**src/vspi_pkg.sv**
```systemverilog
// Shared types and constants for the velocity slew and pose integrator.
package vspi_pkg;

  // Sine phase resolution: 2^SINE_INDEX_BITS phase points per turn
  localparam int SINE_INDEX_BITS = 10;
  localparam logic [15:0] PHASE_MASK = 16'(17'h0FFFF << (16 - SINE_INDEX_BITS));
  localparam logic [15:0] QUARTER_TURN = 16'h4000;

  // Quarter-wave sine polynomial coefficients (Q15)
  localparam logic [16:0] SIN_ONE = 17'd32768;
  localparam logic [17:0] SIN_C1 = 18'd2320;
  localparam logic [17:0] SIN_C2 = 18'd21024;
  localparam logic [17:0] SIN_C3 = 18'd51472;

  // Register map (word index)
  localparam logic [1:0] REG_MAX_STEP_LINEAR  = 2'd0;
  localparam logic [1:0] REG_MAX_STEP_ANGULAR = 2'd1;
  localparam logic [1:0] REG_TICK_PERIOD      = 2'd2;

  // Register reset values
  localparam logic [14:0] RST_MAX_STEP_LINEAR  = 15'd123;
  localparam logic [19:0] RST_MAX_STEP_ANGULAR = 20'd4096;
  localparam logic [15:0] RST_TICK_PERIOD      = 16'd655;

  // Multiplier sequence: each step issues one product and retires the previous one
  localparam logic [3:0] STEP_SQ_S   = 4'd0;   // us * us
  localparam logic [3:0] STEP_SQ_C   = 4'd1;   // uc * uc
  localparam logic [3:0] STEP_C1_S   = 4'd2;   // u2s * c1
  localparam logic [3:0] STEP_C1_C   = 4'd3;   // u2c * c1
  localparam logic [3:0] STEP_C2_S   = 4'd4;   // u2s * (c2 - ts)
  localparam logic [3:0] STEP_C2_C   = 4'd5;   // u2c * (c2 - tc)
  localparam logic [3:0] STEP_C3_S   = 4'd6;   // us * (c3 - ts)
  localparam logic [3:0] STEP_C3_C   = 4'd7;   // uc * (c3 - tc)
  localparam logic [3:0] STEP_VX_SIN = 4'd8;   // vx * sin
  localparam logic [3:0] STEP_VY_COS = 4'd9;   // vy * cos
  localparam logic [3:0] STEP_VX_COS = 4'd10;  // vx * cos
  localparam logic [3:0] STEP_VY_SIN = 4'd11;  // vy * sin
  localparam logic [3:0] STEP_DY     = 4'd12;  // world vy * period
  localparam logic [3:0] STEP_DX     = 4'd13;  // world vx * period
  localparam logic [3:0] STEP_DH     = 4'd14;  // omega * period
  localparam logic [3:0] STEP_LAST   = 4'd15;  // retire heading only

  // Configuration register set
  typedef struct packed {
    logic [14:0] max_step_linear;
    logic [19:0] max_step_angular;
    logic [15:0] tick_period;
  } cfg_t;

  // Controller to datapath commands
  typedef struct packed {
    logic       load_target;
    logic       slew;
    logic       mul_en;
    logic [3:0] step;
    logic       load_out;
  } cmd_t;

endpackage

```
**src/vspi_cfg.sv**
```systemverilog
// APB-style configuration register bank.
module vspi_cfg import vspi_pkg::*; (
  input  logic        clk,
  input  logic        rst_n,
  input  logic        psel,
  input  logic        penable,
  input  logic        pwrite,
  input  logic [3:0]  paddr,
  input  logic [31:0] pwdata,
  output logic [31:0] prdata,
  output logic        pready,
  output cfg_t        cfg
);

  cfg_t cfg_r;
  logic wr_en;

  assign pready = 1'b1;
  assign wr_en  = psel && penable && pwrite;
  assign cfg    = cfg_r;

  // Register writes
  always_ff @(posedge clk) begin
    if (!rst_n) begin
      cfg_r.max_step_linear  <= RST_MAX_STEP_LINEAR;
      cfg_r.max_step_angular <= RST_MAX_STEP_ANGULAR;
      cfg_r.tick_period      <= RST_TICK_PERIOD;
    end else if (wr_en) begin
      case (paddr[3:2])
        REG_MAX_STEP_LINEAR:  cfg_r.max_step_linear  <= pwdata[14:0];
        REG_MAX_STEP_ANGULAR: cfg_r.max_step_angular <= pwdata[19:0];
        REG_TICK_PERIOD:      cfg_r.tick_period      <= pwdata[15:0];
        default: ;
      endcase
    end
  end

  // Read mux
  always_comb begin
    case (paddr[3:2])
      REG_MAX_STEP_LINEAR:  prdata = {17'd0, cfg_r.max_step_linear};
      REG_MAX_STEP_ANGULAR: prdata = {12'd0, cfg_r.max_step_angular};
      REG_TICK_PERIOD:      prdata = {16'd0, cfg_r.tick_period};
      default:              prdata = 32'd0;
    endcase
  end

endmodule

```
**src/vspi_ctrl.sv**
```systemverilog
// Sequencer: request handshake, slew cycle, multiplier step count, result handoff.
module vspi_ctrl import vspi_pkg::*; (
  input  logic clk,
  input  logic rst_n,
  input  logic in_valid,
  output logic in_stall,
  output logic out_valid,
  input  logic out_stall,
  output cmd_t cmd
);

  typedef enum logic [1:0] {S_IDLE, S_SLEW, S_MUL, S_DONE} state_t;

  state_t     state_r, state_nxt;
  logic [3:0] step_r, step_nxt;
  logic       out_valid_r, out_valid_nxt;

  assign in_stall  = (state_r != S_IDLE);
  assign out_valid = out_valid_r;

  // Next state and commands
  always_comb begin
    state_nxt       = state_r;
    step_nxt        = step_r;
    cmd.load_target = 1'b0;
    cmd.slew        = 1'b0;
    cmd.mul_en      = 1'b0;
    cmd.step        = step_r;
    cmd.load_out    = 1'b0;
    case (state_r)
      S_IDLE: begin
        if (in_valid) begin
          cmd.load_target = 1'b1;
          state_nxt       = S_SLEW;
        end
      end
      S_SLEW: begin
        cmd.slew  = 1'b1;
        step_nxt  = STEP_SQ_S;
        state_nxt = S_MUL;
      end
      S_MUL: begin
        cmd.mul_en = 1'b1;
        step_nxt   = step_r + 4'd1;
        if (step_r == STEP_LAST) begin
          state_nxt = S_DONE;
        end
      end
      S_DONE: begin
        // hand off once the output register is free or draining
        if (!out_valid_r || !out_stall) begin
          cmd.load_out = 1'b1;
          state_nxt    = S_IDLE;
        end
      end
      default: state_nxt = S_IDLE;
    endcase

    if (cmd.load_out) begin
      out_valid_nxt = 1'b1;
    end else if (out_valid_r && !out_stall) begin
      out_valid_nxt = 1'b0;
    end else begin
      out_valid_nxt = out_valid_r;
    end
  end

  // State and registered outputs
  always_ff @(posedge clk) begin
    if (!rst_n) begin
      state_r     <= S_IDLE;
      step_r      <= STEP_SQ_S;
      out_valid_r <= 1'b0;
    end else begin
      state_r     <= state_nxt;
      step_r      <= step_nxt;
      out_valid_r <= out_valid_nxt;
    end
  end

endmodule

```
**src/vspi_dp.sv**
```systemverilog
// Datapath: slew limiters, shared multiplier, sine polynomial, pose integration.
module vspi_dp import vspi_pkg::*; (
  input  logic               clk,
  input  logic               rst_n,
  input  cmd_t               cmd,
  input  cfg_t               cfg,
  input  logic               in_new_target,
  input  logic signed [15:0] in_target_vx,
  input  logic signed [15:0] in_target_vy,
  input  logic signed [20:0] in_target_omega,
  output logic signed [15:0] out_smooth_vx,
  output logic signed [15:0] out_smooth_vy,
  output logic signed [20:0] out_smooth_omega,
  output logic signed [31:0] out_pose_x,
  output logic signed [31:0] out_pose_y,
  output logic        [15:0] out_pose_heading
);

  // Architectural state
  logic signed [15:0] held_vx_r, held_vy_r, prev_vx_r, prev_vy_r;
  logic signed [20:0] held_omega_r, prev_omega_r;
  logic signed [31:0] world_x_r, world_y_r;
  logic        [15:0] heading_r;

  // Per-tick working registers
  logic        [16:0] us_r, uc_r, u2s_r, u2c_r;
  logic        [15:0] ts_r, tc_r;
  logic               neg_s_r, neg_c_r;
  logic signed [16:0] sn_r, cs_r;
  logic signed [33:0] accx_r, accy_r;
  logic signed [52:0] prod_r;

  // Result register
  logic signed [15:0] o_vx_r, o_vy_r;
  logic signed [20:0] o_omega_r;
  logic signed [31:0] o_x_r, o_y_r;
  logic        [15:0] o_head_r;

  logic signed [22:0] slew_vx, slew_vy, slew_om;
  logic        [15:0] ph_s, ph_c;
  logic        [16:0] u_s, u_c;
  logic signed [34:0] opa;
  logic signed [17:0] opb, dt_b;
  logic signed [52:0] rnd_pos, rnd_head;
  logic signed [25:0] pos_inc;
  logic signed [31:0] sat_x, sat_y;
  logic        [15:0] mag;
  logic signed [16:0] mag_s;

  // Move cur toward tgt by at most lim
  function automatic logic signed [22:0] slew_fn(input logic signed [22:0] cur,
                                                 input logic signed [22:0] tgt,
                                                 input logic signed [22:0] lim);
    logic signed [22:0] d;
    d = tgt - cur;
    if (d > lim) d = lim;
    if (d < -lim) d = -lim;
    return cur + d;
  endfunction

  // Saturating add of a position increment
  function automatic logic signed [31:0] sat_add(input logic signed [31:0] w,
                                                 input logic signed [25:0] inc);
    logic signed [33:0] s;
    s = 34'(w) + 34'(inc);
    if (s > 34'sh0_7FFF_FFFF) return 32'sh7FFF_FFFF;
    if (s < -34'sh0_8000_0000) return 32'sh8000_0000;
    return s[31:0];
  endfunction

  // Slew limits
  assign slew_vx = slew_fn(23'(prev_vx_r), 23'(held_vx_r),
                           $signed({8'd0, cfg.max_step_linear}));
  assign slew_vy = slew_fn(23'(prev_vy_r), 23'(held_vy_r),
                           $signed({8'd0, cfg.max_step_linear}));
  assign slew_om = slew_fn(23'(prev_omega_r), 23'(held_omega_r),
                           $signed({3'd0, cfg.max_step_angular}));

  // Phase folding into the first quadrant
  assign ph_s = heading_r & PHASE_MASK;
  assign ph_c = ph_s + QUARTER_TURN;
  assign u_s  = ph_s[14] ? SIN_ONE - {2'd0, ph_s[13:0], 1'b0} : {2'd0, ph_s[13:0], 1'b0};
  assign u_c  = ph_c[14] ? SIN_ONE - {2'd0, ph_c[13:0], 1'b0} : {2'd0, ph_c[13:0], 1'b0};

  assign dt_b = $signed({2'd0, cfg.tick_period});

  // Multiplier operand select
  always_comb begin
    opa = '0;
    opb = '0;
    case (cmd.step)
      STEP_SQ_S:   begin opa = $signed({18'd0, us_r});  opb = $signed({1'b0, us_r}); end
      STEP_SQ_C:   begin opa = $signed({18'd0, uc_r});  opb = $signed({1'b0, uc_r}); end
      STEP_C1_S:   begin opa = $signed({18'd0, u2s_r}); opb = SIN_C1; end
      STEP_C1_C:   begin opa = $signed({18'd0, u2c_r}); opb = SIN_C1; end
      STEP_C2_S:   begin opa = $signed({18'd0, u2s_r}); opb = SIN_C2 - {2'd0, ts_r}; end
      STEP_C2_C:   begin opa = $signed({18'd0, u2c_r}); opb = SIN_C2 - {2'd0, tc_r}; end
      STEP_C3_S:   begin opa = $signed({18'd0, us_r});  opb = SIN_C3 - {2'd0, ts_r}; end
      STEP_C3_C:   begin opa = $signed({18'd0, uc_r});  opb = SIN_C3 - {2'd0, tc_r}; end
      STEP_VX_SIN: begin opa = 35'(prev_vx_r); opb = 18'(sn_r); end
      STEP_VY_COS: begin opa = 35'(prev_vy_r); opb = 18'(cs_r); end
      STEP_VX_COS: begin opa = 35'(prev_vx_r); opb = 18'(cs_r); end
      STEP_VY_SIN: begin opa = 35'(prev_vy_r); opb = 18'(sn_r); end
      STEP_DY:     begin opa = 35'(accy_r); opb = dt_b; end
      STEP_DX:     begin opa = 35'(accx_r); opb = dt_b; end
      STEP_DH:     begin opa = 35'(prev_omega_r); opb = dt_b; end
      default: ;
    endcase
  end

  // Product rounding and retire helpers
  assign rnd_pos  = prod_r + 53'sd67108864;
  assign pos_inc  = rnd_pos[52:27];
  assign rnd_head = prod_r + 53'sd32768;
  assign sat_x    = sat_add(world_x_r, pos_inc);
  assign sat_y    = sat_add(world_y_r, pos_inc);
  assign mag      = prod_r[30:15];
  assign mag_s    = $signed({prod_r[31], mag});

  // Target hold, slew and per-step retire
  always_ff @(posedge clk) begin
    if (!rst_n) begin
      held_vx_r    <= '0;
      held_vy_r    <= '0;
      held_omega_r <= '0;
      prev_vx_r    <= '0;
      prev_vy_r    <= '0;
      prev_omega_r <= '0;
      world_x_r    <= '0;
      world_y_r    <= '0;
      heading_r    <= '0;
    end else begin
      if (cmd.load_target && in_new_target) begin
        held_vx_r    <= in_target_vx;
        held_vy_r    <= in_target_vy;
        held_omega_r <= in_target_omega;
      end
      if (cmd.slew) begin
        prev_vx_r    <= slew_vx[15:0];
        prev_vy_r    <= slew_vy[15:0];
        prev_omega_r <= slew_om[20:0];
      end
      if (cmd.mul_en) begin
        case (cmd.step)
          STEP_DX:   world_y_r <= sat_y;
          STEP_DH:   world_x_r <= sat_x;
          STEP_LAST: heading_r <= heading_r + rnd_head[31:16];
          default: ;
        endcase
      end
    end
  end

  // Working registers: quadrant setup, multiplier, retire of each product
  always_ff @(posedge clk) begin
    if (cmd.slew) begin
      us_r    <= u_s;
      uc_r    <= u_c;
      neg_s_r <= ph_s[15];
      neg_c_r <= ph_c[15];
    end
    if (cmd.mul_en) begin
      prod_r <= opa * opb;
      case (cmd.step)
        STEP_SQ_C:   u2s_r  <= prod_r[31:15];
        STEP_C1_S:   u2c_r  <= prod_r[31:15];
        STEP_C1_C:   ts_r   <= prod_r[30:15];
        STEP_C2_S:   tc_r   <= prod_r[30:15];
        STEP_C2_C:   ts_r   <= prod_r[30:15];
        STEP_C3_S:   tc_r   <= prod_r[30:15];
        STEP_C3_C:   sn_r   <= neg_s_r ? -mag_s : mag_s;
        STEP_VX_SIN: cs_r   <= neg_c_r ? -mag_s : mag_s;
        STEP_VY_COS: accy_r <= prod_r[33:0];
        STEP_VX_COS: accy_r <= accy_r + prod_r[33:0];
        STEP_VY_SIN: accx_r <= prod_r[33:0];
        STEP_DY:     accx_r <= accx_r - prod_r[33:0];
        default: ;
      endcase
    end
  end

  // Result register
  always_ff @(posedge clk) begin
    if (cmd.load_out) begin
      o_vx_r    <= prev_vx_r;
      o_vy_r    <= prev_vy_r;
      o_omega_r <= prev_omega_r;
      o_x_r     <= world_x_r;
      o_y_r     <= world_y_r;
      o_head_r  <= heading_r;
    end
  end

  assign out_smooth_vx    = o_vx_r;
  assign out_smooth_vy    = o_vy_r;
  assign out_smooth_omega = o_omega_r;
  assign out_pose_x       = o_x_r;
  assign out_pose_y       = o_y_r;
  assign out_pose_heading = o_head_r;

endmodule

```
**src/velocity_slew_and_pose_integrator_unit.sv**
```systemverilog
// Top level of the velocity slew limiter and dead-reckoning pose integrator.
//
// Each accepted request optionally loads a new body-frame velocity target, steps
// the smoothed velocity toward it within the programmed per-tick limits, rotates
// it into the world frame by the previous heading and integrates it over the tick
// period into the pose setpoint. One result per request. A request is taken when
// the block is idle; the next request waits until the result is handed to the
// output register. The pace is set by the single shared 35x18 multiplier, which
// runs sixteen steps in sequence: eight products for the sine and cosine
// polynomials, four for the rotation, three for the position and heading
// increments, and a last step that only retires the heading increment. A result
// waits in an output register, so the next request can run while the output is
// stalled; its handoff then waits until that register is free or draining.
// Registers: 0x0 max step linear, 0x4 max step angular, 0x8 tick period.
module velocity_slew_and_pose_integrator_unit import vspi_pkg::*; (
  input  logic               clk,
  input  logic               rst_n,
  // configuration
  input  logic               psel,
  input  logic               penable,
  input  logic               pwrite,
  input  logic        [3:0]  paddr,
  input  logic        [31:0] pwdata,
  output logic        [31:0] prdata,
  output logic               pready,
  // request channel
  input  logic               in_valid,
  output logic               in_stall,
  input  logic               in_new_target,
  input  logic signed [15:0] in_target_vx,
  input  logic signed [15:0] in_target_vy,
  input  logic signed [20:0] in_target_omega,
  // result channel
  output logic               out_valid,
  input  logic               out_stall,
  output logic signed [15:0] out_smooth_vx,
  output logic signed [15:0] out_smooth_vy,
  output logic signed [20:0] out_smooth_omega,
  output logic signed [31:0] out_pose_x,
  output logic signed [31:0] out_pose_y,
  output logic        [15:0] out_pose_heading
);

  cfg_t cfg;
  cmd_t cmd;

  vspi_cfg u_cfg (
    .clk     (clk),
    .rst_n   (rst_n),
    .psel    (psel),
    .penable (penable),
    .pwrite  (pwrite),
    .paddr   (paddr),
    .pwdata  (pwdata),
    .prdata  (prdata),
    .pready  (pready),
    .cfg     (cfg)
  );

  vspi_ctrl u_ctrl (
    .clk       (clk),
    .rst_n     (rst_n),
    .in_valid  (in_valid),
    .in_stall  (in_stall),
    .out_valid (out_valid),
    .out_stall (out_stall),
    .cmd       (cmd)
  );

  vspi_dp u_dp (
    .clk              (clk),
    .rst_n            (rst_n),
    .cmd              (cmd),
    .cfg              (cfg),
    .in_new_target    (in_new_target),
    .in_target_vx     (in_target_vx),
    .in_target_vy     (in_target_vy),
    .in_target_omega  (in_target_omega),
    .out_smooth_vx    (out_smooth_vx),
    .out_smooth_vy    (out_smooth_vy),
    .out_smooth_omega (out_smooth_omega),
    .out_pose_x       (out_pose_x),
    .out_pose_y       (out_pose_y),
    .out_pose_heading (out_pose_heading)
  );

endmodule
```
**config.mk**
```make
export PLATFORM = sky130hd
export DESIGN_NAME = velocity_slew_and_pose_integrator_unit
export DESIGN_NICKNAME = d
export VERILOG_FILES = /design/src/vspi_pkg.sv /design/src/vspi_cfg.sv /design/src/vspi_ctrl.sv /design/src/vspi_dp.sv /design/src/velocity_slew_and_pose_integrator_unit.sv
export SDC_FILE = /design/constraint.sdc
export NUM_CORES = 2
export LEC_CHECK = 0
export BUFFER_PORTS_ARGS = -buffer_cell sky130_fd_sc_hd__buf_4
export CORE_ASPECT_RATIO = 0.7
export CORE_MARGIN = 3
export CORE_UTILIZATION = 30
export DETAILED_ROUTE_END_ITERATION = 10
export HOLD_SLACK_MARGIN = 0.06
export SYNTH_ARGS = -nofsm -noshare
export SYNTH_HDL_FRONTEND = slang
export SYNTH_SLANG_ARGS = --single-unit
```
**constraint.sdc**
```tcl
create_clock -name clk -period 30.4 [get_ports clk]
set_input_delay 4.56 -clock clk [delete_from_list [all_inputs] [get_ports clk]]
set_output_delay 4.56 -clock clk [all_outputs]
set_load 0.005 [all_outputs]
```
==> flow_summary_export.csv <==
group,metric,value,unit
outcome,status,"completed",
route,drtAntennaViolNets,0,
logic_synthesis,syn_area_per_cell,8.874,um2
global_route,antenna_found_initial,10,
cells_and_area,fin_area,69430,um2
global_route,grt.total_usage,18.77,%
logic_synthesis,synth-simple-area-share,14.97,%
worst_setup_path,path_common_cell,"fa_1",
sta,finalClockSkew,0.04811,ns
worst_setup_path,path_delay_family,"adder cells",
global_route,grt_max_degree,134,
logic_synthesis,ys.flop_type,"edfxtp_1",
power,irDropWorstVdd,0.1407,mV
logic_synthesis,synth_compound_area_share,14.28,%
worst_setup_path,cp_slowest_cell,"or2_1",
logic_synthesis,synth_top_family_by_area,"adder cells",
logic_synthesis,synthMuxAreaShare,1.764,%
worst_setup_path,cp-start-kind,"flop",
clock_tree,cts_tree,"yes",
worst_setup_path,critical_path_class,"reg2reg",
sta,finalSetupTns,0,ns
worst_setup_path,timing.rr.end,"u_dp.prod_r[51]",
global_route,grt_pass1_wl,307.4,mm
cells_and_area,drive_gt1_share,7.926,%
placement,dp.cells,9774,
cells_and_area,areaGrowthSynthToFinish,11.98,%
sta,final-setup-viol-count,0,
worst_setup_path,crit_buf_inv,7,
sta,relSlewSlack,19.21,%
route,drc,0,
worst_setup_path,worstPathArrival,12.73,ns
floorplanning,rows,138,
clock_tree,clockBufferDepth,3,
hold_path,min_to,"u_dp.held_vx_r[0]",
floorplanning,start_util,30.43,%
placement,dpl_cell_area,67040,um2
worst_setup_path,rr_startpoint,"u_ctrl.step_r[1]",
logic_synthesis,synth_edf_count,373,
cells_and_area,nNetsFinal,8326,
cells_and_area,most-common-layout-cells,"inv_1, nand2_1, fa_1",
worst_setup_path,slowest_delay,0.63,ns
route,num_vias,51470,
logic_synthesis,synth_fa_ha_area_share,29.73,%
logic_synthesis,synth.yosys.seq_area_share,25.94,%
clock_tree,postCtsSetupBuffers,0,
worst_setup_path,worstPathRequired,30.89,ns
floorplanning,io_pins,265,
sta,tightest_slew,1.181,ns
sta,finalCritPeriodShare,40.26,%
floorplanning,design.die.area,212200,um2
power,leakagePower,0.03067,uW
sta,max_clock_freq,81.70,MHz
clock_tree,numCtsBuffers,73,
placement,dp_hpwl,157.1,mm
sta,grt_setup_unrepaired,"no",
logic_synthesis,yosysUniqueCellTypes,94,
power,power_density,89.76,nW/um2
route,totalWireLength,202.5,mm
hold_path,hp-start,"u_dp.held_vx_r[0]",
clock_tree,clkSinkCount,617,
floorplanning,die_w,549.4,um
clock_tree,htreeDepth,3,
sta,report.final.slew_viol_count,0,
flow_run,max-cap-violations,0,
clock_tree,hold_buffers,0,
worst_setup_path,rr_worst_depth,37,
hold_path,whs_path_depth,2,
logic_synthesis,synthArstFlopShare,0,%
route,wl_per_cell,20.42,um
sta,finalHoldViolations,0,
route,first_pass_iters,9,
clock_tree,clk_pin_slew,0.06,ns
cells_and_area,layout_commonest_cell,"inv_1",
worst_setup_path,reg2reg_slack,18.16,ns
clock_tree,insertion_delay,0.69,ns
logic_synthesis,yosys_warnings,0,
worst_setup_path,crit_path_max_fanout,51,
worst_setup_path,cp-end-kind,"flop",
placement,finalWeightedCongestion,0.9476,
logic_synthesis,synth_xor_area_share,5.368,%
route,drtIter0Drc,5003,
logic_synthesis,syn_area,62000,um2
clock_tree,ctsResizeCount,0,
sta,post-route-min-period,12.24,ns
clock_tree,root_buffer,"clkbuf_16",
logic_synthesis,synthesis.instances,6987,
floorplanning,core,203700,um2
floorplanning,die_h,386.4,um
placement,portBuffers,237,
logic_synthesis,ys_ff_latch,617,
cells_and_area,fin_cells,9912,
global_route,overflow,0,
route,vias_per_cell,5.193,
global_route,grt_pass1_vias,50450,
hold_path,hp-class,"reg2reg",
==> power breakdown <==
group | leakage [uW] | total, uW | switching (uW) | internal, uW
logic | 0.0241 | 4130 | 2500 | 1630
registers | 0.00543 | 1220 | 150 | 1070
clock network | 0.00114 | 888 | 400 | 488
total | 0.0307 | 6230 | 3050 | 3180
==> tightest hold or removal path: stages, from the launching register on <==
cell and delay (ns):
dfxtp_1 0.30, nand2_1 0.05, a21oi_1 0.06
==> per-layer routing <==
layer  up-vias  wire length, um  GRT usage (%)
li1      23670                -              -
met2      2225            79210          26.00
met5         -               26              0
met1     25350            96570          28.65
met3       222            22680          4.893
met4         4             3962          4.201
==> Yosys cell counts (all sizes together) (46+ instances only) <==
cell	count	area, um2
inv	994	3731
and2	83	519.3
xor2	98	858.3
clkbuf	248	930.9
dfxtp	244	4885
nand2b	55	344.1
a21o	118	885.9
a21oi	511	2565
nor2b	79	494.2
buf	46	251.5
o21a	72	540.5
mux2i	71	710.7
nand2	968	3636
nand3	102	510.5
nor3	118	590.6
edfxtp	373	11200
o21ai	292	1465
fa	602	12050
nor2	467	1753
ha	507	6344
xnor2	282	2470
==> final cells by class <==
class	instances	area, um2
inverter	995	3740
antenna	3	7.507
clock inverter	47	439.2
multi-input combinational	5092	41240
tap	2730	3416
fill	20910	134300
clock buffer	87	1929
sequential	617	16090
timing repair buffer	341	2576
==> worst max-delay path by stage <==
stage	from	to	slack [ns]	cells after the start
4_1_cts	u_ctrl.step_r[1]	u_dp.prod_r[51]	18.45	37
2_1_floorplan	out_stall	u_dp.out_pose_heading[0]	19.13	2
3_5_place_dp	u_ctrl.step_r[1]	u_dp.prod_r[51]	18.48	37
3_3_place_gp	u_ctrl.step_r[1]	u_dp.prod_r[51]	18.61	37
6_report	u_ctrl.step_r[1]	u_dp.prod_r[51]	18.16	37
5_1_grt	u_ctrl.step_r[1]	u_dp.prod_r[51]	17.42	37
==> sequential cells by signal, indices dropped and copies added (netlist names), 17 cells and up <==
name and flops:
u_dp.held_omega_r 21, u_dp.u2s_r 17, u_dp.out_pose_y 32, u_dp.prod_r 53
u_dp.accx_r 34, u_dp.world_x_r 32, u_dp.sn_r 17, u_dp.world_y_r 32
u_dp.out_smooth_omega 21, u_dp.cs_r 17, u_dp.u2c_r 17, u_dp.prev_omega_r 21
u_dp.accy_r 34, u_cfg.cfg 51, u_dp.out_pose_x 32
==> metrics by stage <==
stage / setup WS [ns] / hold slack (ns) / power (uW) / utilization (%)
after floorplan: 19.13 / 0.4315 / 4114 / -
after global placement: 18.61 / 0.4511 / 5174 / 32.90
after detailed placement: 18.48 / 0.4528 / 5264 / 32.90
after CTS: 18.45 / 0.4603 / 6185 / 34.07
after global routing: 17.42 / 0.4813 / 6775 / 34.07
final: 18.16 / 0.4583 / 6232 / 34.08
==> logic make-up after synthesis <==
kind of cell / count (synthesis)
and+or+nand+nor: 2087
AOI/OAI and AO/OA: 1394
buffers and inverters: 1289
adders and majority gates: 1113
DFF: 617
xor gates and xnor gates: 380
muxes: 105
other: 2
Power figures use the tool's default switching activity.
